### config.mk
export PLATFORM = sky130hd
export DESIGN_NAME = three_term_recurrence_checksum_top
export DESIGN_NICKNAME = d
export VERILOG_FILES = /design/src/rtl/core/rtcs_pkg.sv /design/src/rtl/core/rtcs_term_calc.sv /design/src/rtl/core/rtcs_recur.sv /design/src/rtl/core/three_term_recurrence_checksum_top.sv
export SDC_FILE = /design/constraint.sdc
export NUM_CORES = 1
export LEC_CHECK = 0
export ABC_AREA = 1
export BUFFER_PORTS_ARGS = -buffer_cell sky130_fd_sc_hd__buf_2
export CORE_MARGIN = 4
export CORE_UTILIZATION = 40
export CTS_BUF_LIST = sky130_fd_sc_hd__clkbuf_16
export DETAILED_ROUTE_END_ITERATION = 10
export SYNTH_ARGS = -nofsm -noshare
export SYNTH_HDL_FRONTEND = slang
export SYNTH_SLANG_ARGS = --single-unit
### constraint.sdc
create_clock -name clk -period 37.9 [get_ports clk]
set_clock_uncertainty 0.2 [all_clocks]
set_input_delay 7.58 -clock clk [delete_from_list [all_inputs] [get_ports clk]]
set_output_delay 7.58 -clock clk [all_outputs]
set_load 0.01 [all_outputs]
### src/rtl/core/rtcs_pkg.sv
// Package: types and constants shared by the three-term recurrence checksum block
package rtcs_pkg;

    localparam int unsigned BYTE_W  = 8;
    localparam int unsigned TERM_W  = 16;
    localparam int unsigned POS_W   = 8;

    localparam logic [BYTE_W-1:0] SEED_OFFSET = 8'd7;
    localparam logic [POS_W-1:0]  ALPHA_STEP  = 8'd17;
    localparam logic [POS_W-1:0]  BETA_STEP   = 8'd31;
    localparam logic [TERM_W-1:0] MODULUS     = 16'hFFFF;

    localparam logic [TERM_W-1:0] OLDER_INIT  = 16'd1;
    localparam logic [TERM_W-1:0] NEWER_INIT  = 16'd1;

    typedef struct packed {
        logic [TERM_W-1:0] older;
        logic [TERM_W-1:0] newer;
        logic [POS_W-1:0]  pos;
        logic              in_msg;
    } recur_state_t;

endpackage

### src/rtl/core/rtcs_term_calc.sv
// Next-term datapath: two small multiplies, wrapped difference and reduction mod 65535
module rtcs_term_calc (
    input  logic [rtcs_pkg::BYTE_W-1:0] data_byte,
    input  rtcs_pkg::recur_state_t      state,
    output logic [rtcs_pkg::TERM_W-1:0] next_term
);
    import rtcs_pkg::*;

    localparam int unsigned PROD_W = BYTE_W + 1 + TERM_W;
    localparam int unsigned SUB_W  = POS_W + TERM_W;
    localparam int unsigned DIFF_W = PROD_W + 2;
    localparam int unsigned BIAS_INT = 65535 * 512;
    localparam logic [DIFF_W-1:0] MOD_BIAS = DIFF_W'(BIAS_INT);

    logic [POS_W-1:0]    alpha;
    logic [POS_W-1:0]    beta;
    logic [BYTE_W:0]     factor;
    logic [PROD_W-1:0]   prod;
    logic [SUB_W-1:0]    sub;
    logic [DIFF_W-1:0]   diff;
    logic [DIFF_W-1:0]   adj;
    logic [DIFF_W-1:0]   biased;
    logic [TERM_W:0]     folded;
    logic [TERM_W:0]     reduced;

    always_comb
    begin
        alpha   = POS_W'(state.pos * ALPHA_STEP);
        beta    = POS_W'(state.pos * BETA_STEP);
        factor  = {1'b0, data_byte} + {1'b0, alpha};
        prod    = PROD_W'(factor) * PROD_W'(state.newer);
        sub     = SUB_W'(beta) * SUB_W'(state.older);
        diff    = DIFF_W'(prod) - DIFF_W'(sub);
        // negative difference: 2^64 wrap is congruent to +1 mod 65535
        adj     = diff[DIFF_W-1] ? diff + DIFF_W'(1) : diff;
        biased  = adj + MOD_BIAS;
        folded  = (TERM_W+1)'(biased[TERM_W-1:0])
                + (TERM_W+1)'(biased[DIFF_W-2:TERM_W]);
        reduced = (folded >= (TERM_W+1)'(MODULUS))
                ? folded - (TERM_W+1)'(MODULUS) : folded;
        next_term = reduced[TERM_W-1:0];
    end

endmodule

### src/rtl/core/rtcs_recur.sv
// Recurrence state registers with seeding, term update and message end handling
module rtcs_recur (
    input  logic                        clk,
    input  logic                        rst_n,
    input  logic                        step,
    input  logic [rtcs_pkg::BYTE_W-1:0] data_byte,
    input  logic                        last_byte,
    output logic [rtcs_pkg::TERM_W-1:0] checksum
);
    import rtcs_pkg::*;

    recur_state_t      state_reg;
    recur_state_t      state_next;
    recur_state_t      stepped;
    logic [TERM_W-1:0] term;

    rtcs_term_calc u_term_calc (
        .data_byte (data_byte),
        .state     (state_reg),
        .next_term (term)
    );

    always_comb
    begin
        if (!state_reg.in_msg)
        begin
            stepped.older  = OLDER_INIT;
            stepped.newer  = TERM_W'(data_byte) + TERM_W'(SEED_OFFSET);
            stepped.pos    = POS_W'(1);
            stepped.in_msg = 1'b1;
        end
        else
        begin
            stepped.older  = state_reg.newer;
            stepped.newer  = term;
            stepped.pos    = state_reg.pos + POS_W'(1);
            stepped.in_msg = 1'b1;
        end
        checksum = stepped.newer;
    end

    always_comb
    begin
        state_next = state_reg;
        if (step)
        begin
            if (last_byte)
            begin
                state_next.older  = OLDER_INIT;
                state_next.newer  = NEWER_INIT;
                state_next.pos    = '0;
                state_next.in_msg = 1'b0;
            end
            else
            begin
                state_next = stepped;
            end
        end
    end

    always_ff @(posedge clk or negedge rst_n)
    begin
        if (!rst_n)
        begin
            state_reg.older  <= OLDER_INIT;
            state_reg.newer  <= NEWER_INIT;
            state_reg.pos    <= '0;
            state_reg.in_msg <= 1'b0;
        end
        else
        begin
            state_reg <= state_next;
        end
    end

endmodule

### src/rtl/core/three_term_recurrence_checksum_top.sv
// Top level: stream ports, input register and checksum output register
//
// Input stream: one message byte per transaction on s_axis_tdata, s_axis_tlast
// marks the final byte of a message. Output stream: one checksum transaction per
// message on m_axis_tdata, presented after the final byte has been processed.
// Throughput: one byte per cycle unless a final byte waits on a pending checksum;
// the term update loop is combinational (two small multiplies and a mod 65535
// fold feeding the term registers). The final byte is loaded into the input
// register; its step then loads the checksum into the output register.
// Reset clears the term registers to the start-of-message state and drops both
// the input and output registers; s_axis_tready is high right after reset.
// When the receiver stalls, the checksum holds in the output register; bytes
// that end no message still flow, and a second final byte waits in the input
// register until the pending checksum is taken.
module three_term_recurrence_checksum_top (
    input  logic        clk,
    input  logic        rst_n,
    input  logic        s_axis_tvalid,
    output logic        s_axis_tready,
    input  logic [7:0]  s_axis_tdata,   // [7:0] data_byte
    input  logic        s_axis_tlast,   // last_byte
    output logic        m_axis_tvalid,
    input  logic        m_axis_tready,
    output logic [15:0] m_axis_tdata    // [15:0] checksum
);
    import rtcs_pkg::*;

    logic              in_valid_reg;
    logic              in_valid_next;
    logic [BYTE_W-1:0] in_byte_reg;
    logic              in_last_reg;
    logic              out_valid_reg;
    logic              out_valid_next;
    logic [TERM_W-1:0] out_sum_reg;
    logic [TERM_W-1:0] sum;
    logic              step;
    logic              in_take;

    rtcs_recur u_recur (
        .clk       (clk),
        .rst_n     (rst_n),
        .step      (step),
        .data_byte (in_byte_reg),
        .last_byte (in_last_reg),
        .checksum  (sum)
    );

    always_comb
    begin
        step           = in_valid_reg && (!in_last_reg || !out_valid_reg || m_axis_tready);
        s_axis_tready  = !in_valid_reg || step;
        in_take        = s_axis_tvalid && s_axis_tready;
        in_valid_next  = in_take || (in_valid_reg && !step);
        out_valid_next = (step && in_last_reg) || (out_valid_reg && !m_axis_tready);
        m_axis_tvalid  = out_valid_reg;
        m_axis_tdata   = out_sum_reg;
    end

    always_ff @(posedge clk or negedge rst_n)
    begin
        if (!rst_n)
        begin
            in_valid_reg  <= 1'b0;
            out_valid_reg <= 1'b0;
        end
        else
        begin
            in_valid_reg  <= in_valid_next;
            out_valid_reg <= out_valid_next;
        end
    end

    always_ff @(posedge clk)
    begin
        if (in_take)
        begin
            in_byte_reg <= s_axis_tdata;
            in_last_reg <= s_axis_tlast;
        end
        if (step && in_last_reg)
        begin
            out_sum_reg <= sum;
        end
    end

endmodule

==> flow_summary.yaml, run 1 <==
status:
  status: "complete, no violations"
worst_setup_path:
  cp_max_fo: 3
  slowest_delay_ns: 0.17
  cp-start-kind: "primary input"
  worstRegToRegCells: 60
  crit_path_frequent_cell: "buf_2"
  cp_slowest_cell: "buf_2"
  crit_buf_inv: 2
  required_ns: 30.12
  cp.arrival_ns: 8.15
  crit_chain: "buf_2 > nor2_1 > nand3_1 > buf_2"
  setup.worst_path.class: "in -> out"
  worstReg2RegStart: "u_recur.state_reg[1]"
  crit_family: "simple AND/OR/NAND/NOR gates"
  cp_num_cells: 4
  r2r_end: "m_axis_tdata[10]"
  end_kind: "primary output"
  r2r_slack_ns: 23.92
floorplan:
  die-area_mm2: 0.0398
  core_mm2: 0.0358
  die-height_um: 199
  ios: 31
  row_count: 69
  start_util: 0.409
  die_w_um: 199
clock_tree:
  htree_num_levels: 3
  cts_sinks: 68
  cts_root_buffer: "clkbuf_16"
  clk_pin_slew_ns: 0.07
  cts_resized: 0
  numCtsBuffers: 9
  clk_latency_ns: 0.35
  clockBufferDepth: 2
  postCtsSetupBuffers: 0
  hold_buffers: 0
  cts_tree: "yes"
grt:
  grt_pass1_vias: 12400
  antenna_found_initial: 0
  grt_overflow: 0
  grt_usage: 0.205
  grt_pass1_wl_mm: 64.2
  grt_max_degree: 44
synth:
  synth.distinct_cells: 45
  synth_area_per_cell_um2: 7.63
  synth.area.top_cells: "fa_1, inv_1, nand2_1"
  synth-seq-cells: 68
  seq_area_frac_synth: 0.125
  syn-instance-count: 1921
  yosysTopAreaCellShare: 0.325
  yosysTopAreaCell: "fa_1"
  synth_fp_nets: 2290
  ys_warn_count: 0
  synth_area_mm2: 0.0147
drt:
  avgRoutedWirePerCell_um: 16.5
  wl_met1_mm: 17.6
  routed-wl-met3_mm: 2.28
  drtIter0Drc: 658
  vias: 11900
  drc: 0
  wirelength_mm: 39.4
  via_per_inst: 4.99
  dr.pass1.iters: 5
  highest_layer: "met4"
  wl_met2_mm: 18.7
  antenna_left: 0
min_path:
  holdPathEnd: "m_axis_tvalid"
  hold_class: "reg -> reg"
  hp-start: "m_axis_tvalid"
  min_path_cells: 2
finish:
  antenna_cells: 0
  layout.nets: 2294
  largest_reg_flops: 41
  final_cell_mix: "inv_1, nand2_1, fa_1, nor2_1, ha_1"
  drive_above_1_share: 0.0617
  fillers: 3566
  layout_commonest_cell: "inv_1"
  area_growth_syn_to_layout_pct: 6.37
sta:
  max_freq_mhz: 62.8
  worst_pin_slew_ns: 1.13
  relSlewSlack: 0.241
  rsz0062_at_grt: "false"
  hold_violations: 0
  maxSlewViolCount: 0
  min_period_over_period: 0.420
  finalSetupViolations: 0
  tns_ns: 0
  period_needed_ns: 15.93
placed_design:
  port_buffers: 30
  dp_hpwl_mm: 33.0
  globalplace.congestion: 0.890
run:
  cap_violations: 0
[layer usage]
| metal | vias up | GRT usage |
|---|---|---|
| met4 | 0 | 0.0460 |
| met2 | 297 | 0.340 |
| li1 | 5709 | - |
| met3 | 54 | 0.0398 |
| met1 | 5871 | 0.282 |
| met5 | - | 0 |
[cells in the mapped netlist, drive strengths merged]
library cell,instances
a21boi,1
a21o,1
a21oi,40
a22oi,1
a31oi,2
and2,1
and3,1
buf,12
clkbuf,32
clkinv,2
dfrtp,41
dfstp,2
edfxtp,25
fa,238
ha,118
inv,481
nand2,473
nand3,87
nand3b,4
nand4,27
nor2,180
nor3,12
nor3b,1
nor4,3
o21a,2
o21ai,22
o21bai,3
o22ai,26
o31ai,1
or2,11
xnor2,26
xor2,45
[final cells by class]
cell class | count | area [um^2] | area share
Tap cell | 461 | 577 | 0.0370
Sequential cell | 68 | 1830 | 0.117
Inverter | 483 | 1810 | 0.116
Timing Repair Buffer | 37 | 203 | 0.0130
Clock buffer | 9 | 225 | 0.0144
Multi-Input combinational cell | 1326 | 10900 | 0.696
Clock inverter | 7 | 98.8 | 0.00634
[logic make-up after synthesis]
kind of cell,Yosys count,share of synthesized area
compound gates,99,0.0389
xor+xnor,71,0.0424
fa+ha+maj,356,0.426
buf+inv,527,0.136
flops,68,0.125
simple gates,800,0.232
[worst reg2reg max path: cells and delay by family (launching register included)]
kind                     cells  cell delay [ns]
XOR/XNOR                     3             0.64
flip-flops                   1             0.60
adder cells (fa/ha/maj)     12             5.98
buffers and inverters       10             1.00
AO/OA/AOI/OAI                9             1.92
AND/OR/NAND/NOR             26             3.35
[per-stage QoR]
step	worst slack [ns]	cells	utilization	area, um^2	hold WS, ns
finish	21.97	2391	0.435	15600	0.377
global route	21.87	2391	0.435	15600	0.426
CTS	21.97	2391	0.435	15600	0.379
detailed placement	21.97	2375	0.426	15300	0.368
global placement	21.96	2375	0.426	15300	0.351
floorplan	22.27	1921	-	14700	0.323
[how the worst max path moves through the flow]
stage	from	end	slack, ns
floorplan	m_axis_tready	s_axis_tready	22.27
global placement	m_axis_tready	s_axis_tready	21.96
detailed placement	m_axis_tready	s_axis_tready	21.97
CTS	m_axis_tready	s_axis_tready	21.97
global route	m_axis_tready	s_axis_tready	21.87
finish	m_axis_tready	s_axis_tready	21.97
Power of run 1 is not shown: default switching activity piles up to over one toggle a cycle in this logic, so the estimate is an artifact.
==> run 2, diff against run 1 <==
--- a/config.mk
+++ b/config.mk
@@ -5,7 +5,7 @@
 export SDC_FILE = /design/constraint.sdc
 export NUM_CORES = 1
 export LEC_CHECK = 0
-export ABC_AREA = 1
+export ABC_AREA = 0
 export BUFFER_PORTS_ARGS = -buffer_cell sky130_fd_sc_hd__buf_2
 export CORE_MARGIN = 4
 export CORE_UTILIZATION = 40
==> constraint.sdc (replaced) <==
create_clock -name clk -period 15.2 [get_ports clk]
set_clock_uncertainty 0.2 [all_clocks]
set_input_delay 3.04 -clock clk [delete_from_list [all_inputs] [get_ports clk]]
set_output_delay 3.04 -clock clk [all_outputs]
set_load 0.01 [all_outputs]
==> flow_summary.yaml, run 2 <==
status:
  status: "complete, no violations"
finish:
  fillers: 3484
  largest_reg_flops: 41
  layout.nets: 1990
  final_cell_mix: "inv_1, fa_1, nand2_1, and2_1, ha_1"
  antenna_cells: 0
  layout_commonest_cell: "inv_1"
  multi_input_area_mm2: 0.0115
  post-route-util: 0.435
  design_area_mm2: 0.0156
  drive_above_1_share: 0.0658
  area_growth_syn_to_layout_pct: 6.53
  regArea_mm2: 0.00183
sta:
  period_needed_ns: 14.37
  min_period_over_period: 0.945
  relSlewSlack: 0.277
  hold_violations: 0
  finalSetupViolations: 0
  worst_pin_slew_ns: 1.08
  rsz0062_at_grt: "false"
  tns_ns: 0
  maxSlewViolCount: 0
  worst_slack_ns: 0.834
  max_freq_mhz: 69.6
synth:
  synth-seq-cells: 68
  synth_area_mm2: 0.0146
  yosysMostFrequentCell: "inv_1"
  synth_top_flop_cell: "dfrtp_1"
  synth_area_per_cell_um2: 9.02
  syn-instance-count: 1622
  synth.area.top_cells: "fa_1, ha_1, inv_1"
  ys_top_cells_by_count: "inv_1, fa_1, nand2_1"
  yosysTopAreaCell: "fa_1"
  synth_fp_nets: 1991
  ys_warn_count: 0
  async_reset_ff_frac: 0.632
  yosysTopAreaCellShare: 0.326
  seq_area_frac_synth: 0.125
  synth_edf_count: 25
  synth.distinct_cells: 88
worst_setup_path:
  cp_max_fo: 15
  crit_path_frequent_cell: "fa_1"
  cp.arrival_ns: 14.35
  end_kind: "register"
  cp-start-kind: "register"
  cp_slowest_cell: "fa_1"
  required_ns: 15.18
  slowest_delay_ns: 0.61
  r2r_slack_ns: 0.83
  setup.worst_path.class: "reg -> reg"
clock_tree:
  cts_root_buffer: "clkbuf_16"
  htree_num_levels: 3
  cts_tree: "yes"
  clockBufferDepth: 2
  hold_buffers: 0
  clk_latency_ns: 0.35
  cts_sinks: 68
  numCtsBuffers: 9
  clk_pin_slew_ns: 0.06
drt:
  wirelength_mm: 38.7
  drc: 0
  avgRoutedWirePerCell_um: 18.6
  antenna_left: 0
  drtIter0Drc: 637
  via_per_inst: 5.36
  vias: 11200
  dr.pass1.iters: 5
grt:
  grt_pass1_vias: 11500
  grt_overflow: 0
  grt_usage: 0.202
  antenna_found_initial: 1
  grt_max_degree: 44
  grt_pass1_wl_mm: 63.1
placed_design:
  preCtsSetupSlack_ns: 0.465
  postPlaceCellArea_mm2: 0.0153
  port_buffers: 30
  dp_hpwl_mm: 32.0
  globalplace.congestion: 0.903
floorplan:
  start_util: 0.409
  row_count: 69
  ios: 31
  core_mm2: 0.0358
  die_w_um: 199
  die-area_mm2: 0.0397
  die-height_um: 199
run:
  cap_violations: 0
min_path:
  hold_class: "reg -> reg"
## run 2: cell types whose count changed after synthesis, sizes merged, moves of 17 or more
cell,delta
o21ai,+21
nor2,-133
nand2,-274
clkbuf,+18
a22o,+17
nor2b,+26
inv,-186
and2,+127
nand3,-65
o22ai,-23
xnor2,+35
## run 2: what timing repair did
action / 4_1_cts / 5_1_grt
endpoints found under the setup margin: 0 / 32
setup buffers: 0 / 0
resized for setup: 0 / 8
## run 2: worst paths after layout
path / startpoint / cells after the start / end
worst max-delay path: u_recur.state_reg[1] / 48 / m_axis_tdata[2]
worst min-delay path: m_axis_tvalid / 2 / m_axis_tvalid
worst max register to register: u_recur.state_reg[1] / 48 / m_axis_tdata[2]
worst min register to register: m_axis_tvalid / 2 / m_axis_tvalid
max in group asynchronous: rst_n / 1 / u_recur.state_reg[20]
min in group asynchronous: rst_n / 1 / u_recur.state_reg[37]
## run 2: cells by family after synthesis
family          count (synthesis)  synth area share
fa+ha+maj                     356             0.426
buf+inv                       354            0.0924
simple gates                  528             0.186
compound gates                213             0.105
flops                          68             0.125
xor+xnor                       94            0.0591
mux                             9           0.00624
## run 2: cell type report
type / instances / area share
clock buffer: 9 / 0.0144
timing repair buffer: 47 / 0.0178
sequential: 68 / 0.117
tap: 461 / 0.0370
clock inverter: 7 / 0.00385
inverter: 295 / 0.0710
multi-input combinational: 1200 / 0.739
## run 2: metal layers
| metal | vias to the layer above | track usage | routed length [um] | part of all wire |
|---|---|---|---|---|
| li1 | 5164 | - | - | - |
| met1 | 5714 | 0.281 | 17500 | 0.45 |
| met2 | 265 | 0.333 | 18500 | 0.48 |
| met3 | 47 | 0.0354 | 2020 | 0.052 |
| met4 | 0 | 0.0408 | 703 | 0.018 |
| met5 | - | 0 | 0 | 0 |
## run 2: critical path: cells and delay by family, from the launching register on
family | cells | cell delay, ns
DFF | 1 | 0.51
AOI/OAI and AO/OA | 13 | 3.01
muxes | 1 | 0.19
and+or+nand+nor | 12 | 2.80
buffers and inverters | 5 | 0.47
xor gates and xnor gates | 4 | 0.96
adders and majority gates | 13 | 6.05
## run 2: stage by stage
| stage | instances | hold WS (ns) |
|---|---|---|
| floorplan | 1622 | 0.264 |
| global placement | 2071 | 0.371 |
| detailed placement | 2071 | 0.379 |
| CTS | 2087 | 0.391 |
| global route | 2087 | 0.431 |
| finish | 2087 | 0.388 |
Power of run 2 is left out for the same reason.
==> run 3, diff against run 2 <==
--- a/config.mk
+++ b/config.mk
@@ -11,6 +11,7 @@
 export CORE_UTILIZATION = 40
 export CTS_BUF_LIST = sky130_fd_sc_hd__clkbuf_16
 export DETAILED_ROUTE_END_ITERATION = 10
+export RECOVER_POWER = 100
 export SYNTH_ARGS = -nofsm -noshare
 export SYNTH_HDL_FRONTEND = slang
 export SYNTH_SLANG_ARGS = --single-unit
==> flow_summary.yaml, run 3 (synthesis gave the netlist of run 2 again) <==
drt:
  drtIter0Drc: 705
  dr.pass1.iters: 5
  drc: 0
  antenna_left: 0
  avgRoutedWirePerCell_um: 18.5
  wirelength_mm: 38.7
  vias: 11200
  via_per_inst: 5.35
clock_tree:
  clockBufferDepth: 2
  numCtsBuffers: 9
  cts_tree: "yes"
  cts_sinks: 68
  cts_root_buffer: "clkbuf_16"
  clk_pin_slew_ns: 0.06
  postCtsSetupBuffers: 0
  cts_resized: 0
  htree_num_levels: 3
  clk_latency_ns: 0.35
  hold_buffers: 0
sta:
  max_freq_mhz: 69.7
  period_needed_ns: 14.36
  worst_pin_slew_ns: 2.58
  hold_violations: 0
  maxSlewViolCount: 44
  rsz0062_at_grt: "false"
  min_period_over_period: 0.944
  hold_ws_ns: 0.392
  relSlewSlack: -0.721
  finalSetupViolations: 0
  worst_slack_ns: 0.844
  tns_ns: 0
floorplan:
  die-area_mm2: 0.0397
  ios: 31
  start_util: 0.409
  core_mm2: 0.0358
  row_count: 69
  die_w_um: 199
  die-height_um: 199
worst_setup_path:
  startpoint: "u_recur.state_reg[1]"
  end_kind: "register"
  worstReg2RegStart: "u_recur.state_reg[1]"
  cp-start-kind: "register"
  cp_max_fo: 15
  r2r_slack_ns: 0.84
  required_ns: 15.18
  crit_path_frequent_cell: "fa_1"
  crit_family: "adder cells"
  slowest_delay_ns: 0.61
  cp_slowest_cell: "fa_1"
  cp.arrival_ns: 14.34
  setup.worst_path.class: "reg -> reg"
  crit_buf_inv: 5
placed_design:
  port_buffers: 30
  preCtsSetupSlack_ns: 0.465
  dp_hpwl_mm: 32.0
  globalplace.congestion: 0.903
grt:
  grt_pass1_vias: 11500
  grt_max_degree: 44
  grt_pass1_wl_mm: 63.1
  antenna_found_initial: 1
  grt_usage: 0.202
  grt_overflow: 0
finish:
  final_cell_mix: "inv_1, fa_1, nand2_1, and2_1, ha_1"
  largest_reg_flops: 41
  antenna_cells: 0
  layout.nets: 1990
  area_growth_syn_to_layout_pct: 6.31
  layout_commonest_cell: "inv_1"
  drive_above_1_share: 0.0517
status:
  status: "complete, but fails checks"
  failed_checks: "max-capacitance violations, max-slew violations"
min_path:
  hp-start: "m_axis_tvalid"
  hold_class: "reg -> reg"
run:
  cap_violations: 1
-- run 3: cell types whose count changed in the layout (fill, tap and decap cells not counted), sizes merged --
cell	before	now
buf	47	25
clkbuf	9	31
-- run 3: worst min-delay path, cell delays in order, from the launching register on --
cell and delay (ns):
dfrtp_1 0.40, inv_1 0.07, o22ai_1 0.08
-- run 3: through the flow --
step | utilization | area, um^2 | instances
2_1_floorplan | - | 14600 | 1622
3_5_place_dp | 0.426 | 15300 | 2071
3_3_place_gp | 0.426 | 15300 | 2071
6_report | 0.434 | 15600 | 2087
4_1_cts | 0.434 | 15600 | 2087
5_1_grt | 0.434 | 15600 | 2087
-- run 3: final timing paths --
check | endpoint | cells after the start
worst max-delay path | m_axis_tdata[2] | 48
worst min-delay path | m_axis_tvalid | 2
worst max register to register | m_axis_tdata[2] | 48
worst min register to register | m_axis_tvalid | 2
max in group asynchronous | u_recur.state_reg[20] | 1
min in group asynchronous | u_recur.state_reg[37] | 1
-- run 3: area by class of cell --
| type | instances | area [um^2] |
|---|---|---|
| Multi-Input combinational cell | 1200 | 11500 |
| Clock inverter | 7 | 60.1 |
| Inverter | 295 | 1110 |
| Sequential cell | 68 | 1830 |
| Fill cell | 3495 | 20300 |
| Tap cell | 461 | 577 |
| Timing Repair Buffer | 47 | 245 |
| Clock buffer | 9 | 225 |
-- run 3: per-layer routing --
layer / up-vias / part of all wire / track usage
met1: 5709 / 0.45 / 0.281
met2: 238 / 0.48 / 0.333
met5: - / 0 / 0
met3: 47 / 0.048 / 0.0354
met4: 0 / 0.018 / 0.0408
li1: 5164 / - / -
Power of run 3 is left out for the same reason.
